## config.mk

```make
export PLATFORM = sky130hd
export DESIGN_NAME = task_wait_table_scheduler
export DESIGN_NICKNAME = d
export VERILOG_FILES = /design/src/tws_pkg.sv /design/src/tws_cell.sv /design/src/task_wait_table_scheduler.sv
export SDC_FILE = /design/constraint.sdc
export NUM_CORES = 2
export LEC_CHECK = 0
export BUFFER_PORTS_ARGS = -buffer_cell sky130_fd_sc_hd__buf_2
export CAP_MARGIN = 20
export CORE_MARGIN = 8
export CORE_UTILIZATION = 45
export CTS_CLUSTER_DIAMETER = 200
export DETAILED_ROUTE_END_ITERATION = 16
export GPL_TIMING_DRIVEN = 0
export MAX_ROUTING_LAYER = met4
export PLACE_DENSITY_LB_ADDON = 0.2
export REMOVE_ABC_BUFFERS = 1
export SLEW_MARGIN = 25
export SYNTH_ARGS = -nofsm -noshare
export SYNTH_HDL_FRONTEND = slang
export SYNTH_SLANG_ARGS = --single-unit
export TNS_END_PERCENT = 1
```

## constraint.sdc

```tcl
create_clock -name clock -period 3.9 [get_ports clock]
set_input_delay 0.195 -clock clock [delete_from_list [all_inputs] [get_ports clock]]
set_output_delay 0.195 -clock clock [all_outputs]
set_load 0.01 [all_outputs]
```

## src/tws_pkg.sv

```systemverilog
package tws_pkg;

   // Command codes carried in the mode field
   typedef enum logic [2:0] {
      MODE_TICK   = 3'd0,
      MODE_WAIT   = 3'd1,
      MODE_SIGNAL = 3'd2,
      MODE_SCHED  = 3'd3,
      MODE_CREATE = 3'd4
   } tws_mode_type;

   // Wait kinds with special meaning
   localparam logic [2:0] KIND_NONE      = 3'd0;
   localparam logic [2:0] KIND_RELEASED  = 3'd1;
   localparam logic [2:0] KIND_SEMAPHORE = 3'd3;

   localparam int IN_BYTES  = 6;
   localparam int OUT_BYTES = 1;

   // Command token handed from cell to cell
   typedef struct packed {
      logic          valid;
      tws_mode_type  mode;
      logic [2:0]    req;
      logic [2:0]    kind;
      logic [15:0]   obj;
      logic [15:0]   amount;
      logic          hit;        // signal: a slot matched; schedule: a slot was picked
      logic [2:0]    idx;        // slot picked by schedule
      logic          rel;        // picked slot was released
      logic          zero_ready; // slot 0 is ready (fallback for schedule)
      logic          zero_rel;   // slot 0 kind was released
   } tws_token_type;

endpackage

```

## src/tws_cell.sv

```systemverilog
module tws_cell
   import tws_pkg::*;
#(
   parameter int TASK_SLOTS = 8,
   parameter int INDEX      = 0,
   parameter int TW         = 3
) (
   input  logic          clock,
   input  logic          reset,
   input  tws_token_type tok_in,
   input  logic          clear_sched,
   input  logic [TW-1:0] total,
   output tws_token_type tok_out
);

   localparam logic [TW-1:0] IDX  = TW'(INDEX);
   localparam logic [TW-1:0] LAST = TW'(TASK_SLOTS - 1);
   localparam logic [2:0]    IDX3 = 3'(INDEX);

   logic          active_ff, active_in;
   logic [15:0]   delay_ff, delay_in;
   logic [2:0]    kind_ff, kind_in;
   logic [15:0]   object_ff, object_in;
   tws_token_type tok_out_ff, tok_out_in;
   logic          in_range;

   // Act on the passing command, then hand it on
   always_comb begin
      active_in  = active_ff;
      delay_in   = delay_ff;
      kind_in    = kind_ff;
      object_in  = object_ff;
      tok_out_in = tok_in;
      in_range   = (IDX <= total);
      if (tok_in.valid) begin
         case (tok_in.mode)
            MODE_TICK: begin
               if (in_range && active_ff && delay_ff != 16'd0 && tok_in.amount != 16'd0) begin
                  delay_in = (tok_in.amount >= delay_ff) ? 16'd0 : delay_ff - tok_in.amount;
               end
            end
            MODE_WAIT: begin
               if (32'(tok_in.req) == 32'(INDEX)) begin
                  kind_in   = tok_in.kind;
                  delay_in  = tok_in.amount;
                  object_in = tok_in.obj;
               end
            end
            MODE_SIGNAL: begin
               if (in_range && kind_ff == tok_in.kind && object_ff == tok_in.obj
                   && !(tok_in.kind == KIND_SEMAPHORE && tok_in.hit)) begin
                  kind_in        = KIND_RELEASED;
                  delay_in       = 16'd0;
                  object_in      = 16'd0;
                  tok_out_in.hit = 1'b1;
               end
            end
            MODE_SCHED: begin
               if (in_range && active_ff && delay_ff == 16'd0) begin
                  if (INDEX == 0) begin
                     // slot 0 is checked last; the top level clears it if chosen
                     tok_out_in.zero_ready = 1'b1;
                     tok_out_in.zero_rel   = (kind_ff == KIND_RELEASED);
                  end else if (!tok_in.hit) begin
                     tok_out_in.hit = 1'b1;
                     tok_out_in.idx = IDX3;
                     tok_out_in.rel = (kind_ff == KIND_RELEASED);
                     kind_in        = KIND_NONE;
                     object_in      = 16'd0;
                  end
               end
            end
            MODE_CREATE: begin
               if (total != LAST && IDX == total + TW'(1)) begin
                  active_in = 1'b1;
               end
            end
            default: ;
         endcase
      end
      if (clear_sched) begin
         kind_in   = KIND_NONE;
         object_in = 16'd0;
      end
   end

   // Slot state
   always_ff @(posedge clock) begin
      if (reset) begin
         active_ff <= (INDEX == 0);
         delay_ff  <= 16'd0;
         kind_ff   <= KIND_NONE;
         object_ff <= 16'd0;
      end else begin
         active_ff <= active_in;
         delay_ff  <= delay_in;
         kind_ff   <= kind_in;
         object_ff <= object_in;
      end
   end

   // Token stage
   always_ff @(posedge clock) begin
      if (reset) begin
         tok_out_ff <= '0;
      end else begin
         tok_out_ff <= tok_out_in;
      end
   end

   assign tok_out = tok_out_ff;

endmodule

```

## src/task_wait_table_scheduler.sv

```systemverilog
// Task-wait table for a small cooperative scheduler.
// Input channel req_*: one command item per handshake (tick, wait set,
// signal, schedule, create). Result channel rsp_*: exactly one result item
// per command, in command order.
// The table is a row of TASK_SLOTS slot cells. An accepted command enters
// cell 0 and moves one cell per clock; each cell updates its own slot as the
// command passes. The result is registered when the command leaves the last
// cell. One command is in the row at a time: the next one can be accepted
// once the previous result is registered, so no new command is taken before
// the last one has left the cell row.
// A result waiting on rsp_ holds steady while rsp_tready is low; a new command
// is accepted while it waits only if it is taken in that same cycle.
// Reset (synchronous, active high) empties the row and the result register,
// marks slot 0 active, clears all other slots and sets the task count to zero.
module task_wait_table_scheduler
   import tws_pkg::*;
#(
   parameter int TASK_SLOTS = 8
) (
   input  logic                   clock,
   input  logic                   reset,
   input  logic                   req_tvalid,
   output logic                   req_tready,
   // mode[2:0], task_req[5:3], wait_kind[8:6], obj[24:9], amount[40:25], zeros
   input  logic [IN_BYTES*8-1:0]  req_tdata,
   output logic                   rsp_tvalid,
   input  logic                   rsp_tready,
   // accepted[0], found[1], task_index[4:2], released[5], zeros
   output logic [OUT_BYTES*8-1:0] rsp_tdata
);

   localparam int TW = $clog2(TASK_SLOTS);
   localparam logic [TW-1:0] LAST = TW'(TASK_SLOTS - 1);

   tws_token_type        tok [TASK_SLOTS+1];
   tws_token_type        tok_head;
   logic                 busy_ff, busy_in;
   logic [TW-1:0]        total_ff, total_in;
   logic                 rsp_valid_ff, rsp_valid_in;
   logic [5:0]           rsp_data_ff, rsp_data_in;
   logic                 clear_zero;
   logic                 accept;
   tws_token_type        done;

   assign accept     = req_tvalid && req_tready;
   assign req_tready = !busy_ff && (!rsp_valid_ff || rsp_tready);

   // Command token into the first cell
   always_comb begin
      tok_head          = '0;
      tok_head.valid    = accept;
      tok_head.mode     = tws_mode_type'(req_tdata[2:0]);
      tok_head.req      = req_tdata[5:3];
      tok_head.kind     = req_tdata[8:6];
      tok_head.obj      = req_tdata[24:9];
      tok_head.amount   = req_tdata[40:25];
   end

   assign tok[0] = tok_head;

   // Row of slot cells
   for (genvar i = 0; i < TASK_SLOTS; i++) begin : g_cell
      tws_cell #(
         .TASK_SLOTS (TASK_SLOTS),
         .INDEX      (i),
         .TW         (TW)
      ) u_cell (
         .clock       (clock),
         .reset       (reset),
         .tok_in      (tok[i]),
         .clear_sched ((i == 0) ? clear_zero : 1'b0),
         .total       (total_ff),
         .tok_out     (tok[i+1])
      );
   end

   assign done = tok[TASK_SLOTS];

   // Result assembly as the command leaves the row
   always_comb begin
      busy_in      = busy_ff;
      total_in     = total_ff;
      rsp_valid_in = rsp_valid_ff;
      rsp_data_in  = rsp_data_ff;
      clear_zero   = 1'b0;
      if (rsp_valid_ff && rsp_tready) begin
         rsp_valid_in = 1'b0;
      end
      if (accept) begin
         busy_in = 1'b1;
      end
      if (done.valid) begin
         busy_in      = 1'b0;
         rsp_valid_in = 1'b1;
         rsp_data_in  = 6'b000001;
         case (done.mode)
            MODE_SCHED: begin
               if (done.hit) begin
                  rsp_data_in = {done.rel, done.idx, 1'b1, 1'b1};
               end else if (done.zero_ready) begin
                  rsp_data_in = {done.zero_rel, 3'd0, 1'b1, 1'b1};
                  clear_zero  = 1'b1;
               end
            end
            MODE_CREATE: begin
               if (total_ff == LAST) begin
                  rsp_data_in = 6'b000000;
               end else begin
                  total_in    = total_ff + TW'(1);
                  rsp_data_in = {1'b0, 3'(32'(total_ff) + 1), 1'b0, 1'b1};
               end
            end
            default: ;
         endcase
      end
   end

   always_ff @(posedge clock) begin
      if (reset) begin
         busy_ff      <= 1'b0;
         total_ff     <= '0;
         rsp_valid_ff <= 1'b0;
      end else begin
         busy_ff      <= busy_in;
         total_ff     <= total_in;
         rsp_valid_ff <= rsp_valid_in;
      end
   end

   always_ff @(posedge clock) begin
      rsp_data_ff <= rsp_data_in;
   end

   assign rsp_tvalid = rsp_valid_ff;
   assign rsp_tdata  = {2'b00, rsp_data_ff};

endmodule

```

Word level (Yosys, flattened, before mapping):

Index checks and enable logic that the tools add are counted.

* add/subtract/negate cells: 10
* order comparisons: 16
* equality and inequality tests: 118
* muxes and demuxes: 163
* bitwise operators: 4
* reduce and logical (&&, ||, !) cells: 160

Operator list (number)
* 16-bit two-way mux: 54
* 16-bit case mux with 3 select lines: 15
* 16-bit nonzero test: 16
* 16-bit equality test: 8
* 16-bit greater-or-equal comparator: 8
* 16-bit logical NOT: 8
* 16-bit subtractor: 8
* 3-bit two-way mux: 30
* 3-bit by 2-bit equality test with 1-bit output, second input constant: 26
* 5-bit two-way mux: 15
* 1-bit logical AND: 71
* 3-bit case mux with 3 select lines: 7
* 2-bit by 1-bit inequality test with 1-bit output, second input constant: 31
* 4-bit two-way mux: 14
* 3-bit by 1-bit equality test with 1-bit output, second input constant: 17
* 3-bit nonzero test: 15
* 6-bit AND reduction: 7
* 5-bit AND reduction: 8
* 3-bit equality test, second input constant: 13
* 16-bit case mux with 2 select lines: 1
* 3-bit logical NOT: 9
* 3-bit equality test: 8
* 3-bit AND reduction: 8
* 1-bit case mux with 2 select lines: 8
* 22 further kinds: 66

* register bits after elaboration: 652
* output and inout bits: 10
* word-level logic and storage cells: 590

Longest topological paths before layout:

* depth after elaboration: 7
* depth in mapped cells: 12
* gate-level depth less buffers: 11

Cells and area by module:

Synthesis repeated with hierarchy kept, for this count alone.

* cell total of the unflattened synthesis: 3807
* area, all modules: 33589.7 sq um

Modules (own cells, without submodules)
* tws_cell (g_cell[1].u_cell): times used 1, cells each 482, area an instance 4247.8 sq um, seq. area each 1701.6 sq um
* tws_cell (g_cell[2].u_cell): times used 1, cells each 478, area an instance 4205.3 sq um, seq. area each 1701.6 sq um
* tws_cell (g_cell[4].u_cell): times used 1, cells each 470, area an instance 4192.8 sq um, seq. area each 1701.6 sq um
* tws_cell (g_cell[7].u_cell): times used 1, cells each 458, area an instance 4150.2 sq um, seq. area each 1701.6 sq um
* tws_cell (g_cell[5].u_cell): times used 1, cells each 485, area an instance 4120.2 sq um, seq. area each 1701.6 sq um
* tws_cell (g_cell[3].u_cell): times used 1, cells each 479, area an instance 4083.9 sq um, seq. area each 1701.6 sq um
* tws_cell (g_cell[6].u_cell): times used 1, cells each 474, area an instance 4066.4 sq um, seq. area each 1701.6 sq um
* tws_cell (g_cell[0].u_cell): times used 1, cells each 431, area an instance 3983.8 sq um, seq. area each 1681.6 sq um
* task_wait_table_scheduler: times used 1, cells each 50, area an instance 539.3 sq um, seq. area each 280.3 sq um

Worst setup path after synthesis:

Ideal clock, no wire load.

* path kind: register -> register
* start point: register g_cell[0].u_cell.delay_ff[0]
* end point: register g_cell[0].u_cell.delay_ff[10]
* data arrival time: 2.592 ns
* data required time: 3.814 ns
* setup slack: 1.222 ns
* stages on the path, launching flop included: 12
* path buffers: 1
* clock period less this slack: 2.678 ns
* cells stage by stage: dfxtp_1 -> inv_1 -> ha_1 -> fa_1 -> nor2b_1 -> o211ai_1 -> a311o_1 -> a21oi_1 -> a31o_2 -> clkbuf_1 -> a22oi_1 -> a211oi_1

* cells in the longest elaborated chain, start to end: 5

Ends and longest elaborated chain
* start, declared: line tws_cell.sv:21 `logic [15:0] delay_ff, delay_in;`
* start signal, assigned: line tws_cell.sv:96 `delay_ff <= delay_in;`
* branches (longest 5 deep; another with 16-bit subtractor)

Several ways; the timed one is not identified. The select of a mux whose other input is x is not followed.
A chain may end at the register's enable or synchronous reset.

Worst setup path in the final report:

* start point: register total_ff[1]
* end point: register g_cell[4].u_cell.delay_ff[8]

* cells in the longest elaborated chain, start to end: 6

Ends and longest elaborated chain
* start, declared: line task_wait_table_scheduler.sv:38 `logic [TW-1:0] total_ff, total_in;`
* start signal, assigned: line task_wait_table_scheduler.sv:125 `total_ff <= total_in;`
* 3-bit less-or-equal comparator (*): line tws_cell.sv:34 `in_range = (IDX <= total);`
* 1-bit logical AND, on equally long branches (2 in series): line tws_cell.sv:38, tws_cell.sv:50
* 1-bit logical AND, on equally long branches: line tws_cell.sv:38, tws_cell.sv:51
* 2-bit by 1-bit inequality test with 1-bit output (no source line)
* 5-bit AND reduction (no source line) (*)
* end signal, assigned: line tws_cell.sv:96
* end, declared: line tws_cell.sv:21

Every way passes the cells marked *; elsewhere a longest branch is shown, timed or not.

==> results.json <==
{
  "status": "complete, no violations",
  "wl_per_cell_um": 16.3,
  "power_density_nw_per_um2": 424,
  "core_um2": 68300,
  "drv_cap": 0,
  "synth.distinct_cells": 83,
  "syn_area_um2": 30900,
  "power.switching_mw": 3.57,
  "stdcell_count": 4566,
  "cp_slowest_cell": "a211oi_4",
  "cp_max_fo": 18,
  "start_util_pct": 45.2,
  "fin_crit_sh_pct": 92.6,
  "start_kind": "flop",
  "grtUsageMet2_pct": 31.6,
  "grt_max_degree": 122,
  "grt_usage_pct": 19.2,
  "die_h_um": 278,
  "drt-initial-drc-count": 1657,
  "grt_use_met3_pct": 2.67,
  "worstSetupPathType": "reg -> reg",
  "place_inst": 4400,
  "intPower_mw": 11.2,
  "drive_gt1_share_pct": 6.43,
  "portBuffers": 52,
  "grt_overflow_total": 0,
  "critPathMostFrequentCell": "nor2_1",
  "avgSynthCellArea_um2": 8.54,
  "clk_latency_ps": 620,
  "cts.reportedPaths.clkPinSlew_ps": 70,
  "p_comb_share_pct": 8.1,
  "dpl_cell_area_um2": 32100,
  "grt_pass1_wl_um": 123000,
  "worstPathCellList": "inv_1, ha_1, nor3_1, nor2_1, nand4_1, or4_1, a31o_2, a211oi_4, buf_8, nor2_1, a211oi_1",
  "cts_buffer_depth": 3,
  "busiest_layer": "met2",
  "setup_viol": 0,
  "finalClockSkew_ps": 19.8,
  "htreeDepth": 3,
  "post-route-drc-count": 0,
  "final_util_pct": 51.1,
  "diodes": 0,
  "synth_enable_flop_cells": 6,
  "worstHoldPathType": "in -> reg",
  "drtAntennaViolNets": 0,
  "syn2layout_area_growth_pct": 12.9,
  "synth_ff_type": "dfxtp_1",
  "ys_async_sr_fraction_pct": 0,
  "drv_slew": 0,
  "fin_crit_ps": 3610,
  "reg2reg_depth": 11,
  "ys_seq_area_share_pct": 41.9,
  "ys_warn_count": 0,
  "endpoint_kind": "flop",
  "worst_ep_required_time_ps": 4430,
  "peakVddDrop_mv": 0.329,
  "swShare_pct": 24.1,
  "die_w_um": 278,
  "io_pins": 62,
  "register_area_um2": 13000,
  "tightest_slew_ps": 1040,
  "hold_viol_final": 0,
  "hold_path_depth": 2,
  "dr.pass1.iters": 5,
  "rsz0062_at_grt": "false",
  "cts_inserted_buffers": 70,
  "cp_slowest_stage_delay_ps": 590,
  "cts_sinks": 644,
  "use_met1_pct": 24.1,
  "relSlewSlack_pct": 30.7,
  "syn_inst": 3619,
  "layout_common_cells": "dfxtp_1 (638), nor2_1 (338), a21oi_1 (285)",
  "cts_tree": "done",
  "cts_root_buf": "clkbuf_16",
  "ys_ff_latch": 644,
  "routed_wl_um": 74400,
  "rows": 96,
  "finalNetCount": 3827,
  "final_area_um2": 34900,
  "pwr-share-seq_pct": 45.9,
  "p_leak_nw": 13.4,
  "grt_pass1_vias": 24000,
  "final_common_cell": "dfxtp_1",
  "fillers": 6387,
  "dp_hpwl_um": 52700,
  "die-area_um2": 77300,
  "viasPerCell": 5.47,
  "cp.arrival_ps": 4140,
  "p_clk_share_pct": 46.0,
  "num_vias": 25000,
  "fmax_mhz": 277,
  "antenna_found_initial": 1,
  "multiInputGateArea_um2": 16700,
  "gp_congestion": 0.903
}
-- final timing paths --
check	endpoint	slack (ps)	from
worst max register to register	g_cell[4].u_cell.delay_ff[8]	290	total_ff[1]
worst max-delay path	g_cell[4].u_cell.delay_ff[8]	290	total_ff[1]
worst min register to register	g_cell[5].u_cell.tok_out[1]	430	g_cell[4].u_cell.tok_out[1]
worst min-delay path	g_cell[0].u_cell.tok_out[32]	40	reset
-- stage by stage --
stage / TNS, ps / setup slack, ps / hold WS, ps / total power [mW]
3_3_place_gp: -2962550 / -11350 / 421 / 8.07
5_1_grt: 0 / 38.6 / 73.9 / 15.4
2_1_floorplan: 0 / 333 / 260 / 7.68
3_5_place_dp: -549 / -229 / 422 / 8.09
4_1_cts: 0 / 115 / 32.6 / 15.0
6_report: 0 / 289 / 39.2 / 14.8
-- flip-flops by register name (all words and copies together) (netlist names) --
| name | cells |
|---|---|
| rsp_data_ff | 6 |
| busy_ff | 1 |
| g_cell.u_cell.tok_out | 346 |
| rsp_tvalid | 1 |
| g_cell.u_cell.delay_ff | 128 |
| g_cell.u_cell.kind_ff | 24 |
| total_ff | 3 |
| g_cell.u_cell.object_ff | 128 |
| g_cell.u_cell.active_ff | 7 |
-- area by class of cell --
| cell class | count | share of cell area, % |
|---|---|---|
| Inverter | 184 | 1.99 |
| Multi-Input combinational cell | 2617 | 47.9 |
| Tap cell | 882 | 3.16 |
| Sequential cell | 644 | 37.1 |
| Timing Repair Buffer | 116 | 2.94 |
| Clock buffer | 94 | 5.59 |
| Clock inverter | 29 | 1.27 |
-- layer usage --
layer | share of wire, % | vias to the layer above | wire (um)
li1 | - | 12800 | -
met1 | 46 | 11500 | 34600
met2 | 47 | 499 | 34900
met3 | 3.5 | 154 | 2640
met4 | 3.1 | 0 | 2290
met5 | 0 | - | 0
-- cells by family (layout without fill, tap and decap cells) --
| group | after synthesis | count (layout) | share of synthesized area [%] |
|---|---|---|---|
| buf+inv | 359 | 423 | 4.55 |
| mux | 25 | 25 | 0.809 |
| xor+xnor | 224 | 224 | 6.35 |
| flops | 644 | 644 | 41.9 |
| simple gates | 1398 | 1398 | 23.4 |
| fa+ha+maj | 142 | 142 | 5.94 |
| other cells | 1 | 2 | 0.0121 |
| compound gates | 826 | 826 | 17.1 |
-- what timing repair did --
action                                 CTS  global route
setup buffers                            0             0
gates resized for setup                  1             1
setup endpoints to repair               15             2
hold buffers                            43             0
endpoints found under the hold margin   80             0
pin swaps                                0             0
-- synthesized netlist by cell type (all sizes together), types with 101 or more instances --
cell type	number	area share, %
a21oi	289	4.7
clkbuf	150	1.8
dfxtp	638	41
ha	134	5.4
inv	184	2.2
nand2	219	2.7
nand3	162	2.6
nor2	344	4.2
nor2b	236	4.8
o21ai	142	2.3
xnor2	123	3.5
xor2	101	2.9
-- power groups by stage --
stage          clock [mW]  combinational [mW]  sequential, mW
2_1_floorplan           0               0.784            6.89
3_3_place_gp            0                1.14            6.93
3_5_place_dp            0                1.16            6.93
4_1_cts              6.99                1.20            6.78
5_1_grt              7.24                1.33            6.79
6_report             6.79                1.20            6.79
-- worst max-delay path, delay by kind of cell, from the launching register on --
family	cells	cell delay, ps
AOI/OAI and AO/OA	3	1110
and+or+nand+nor	5	970
buffers and inverters	2	560
DFF	1	440
adders and majority gates	1	430
No activity file was read; power rests on OpenSTA's default activity.
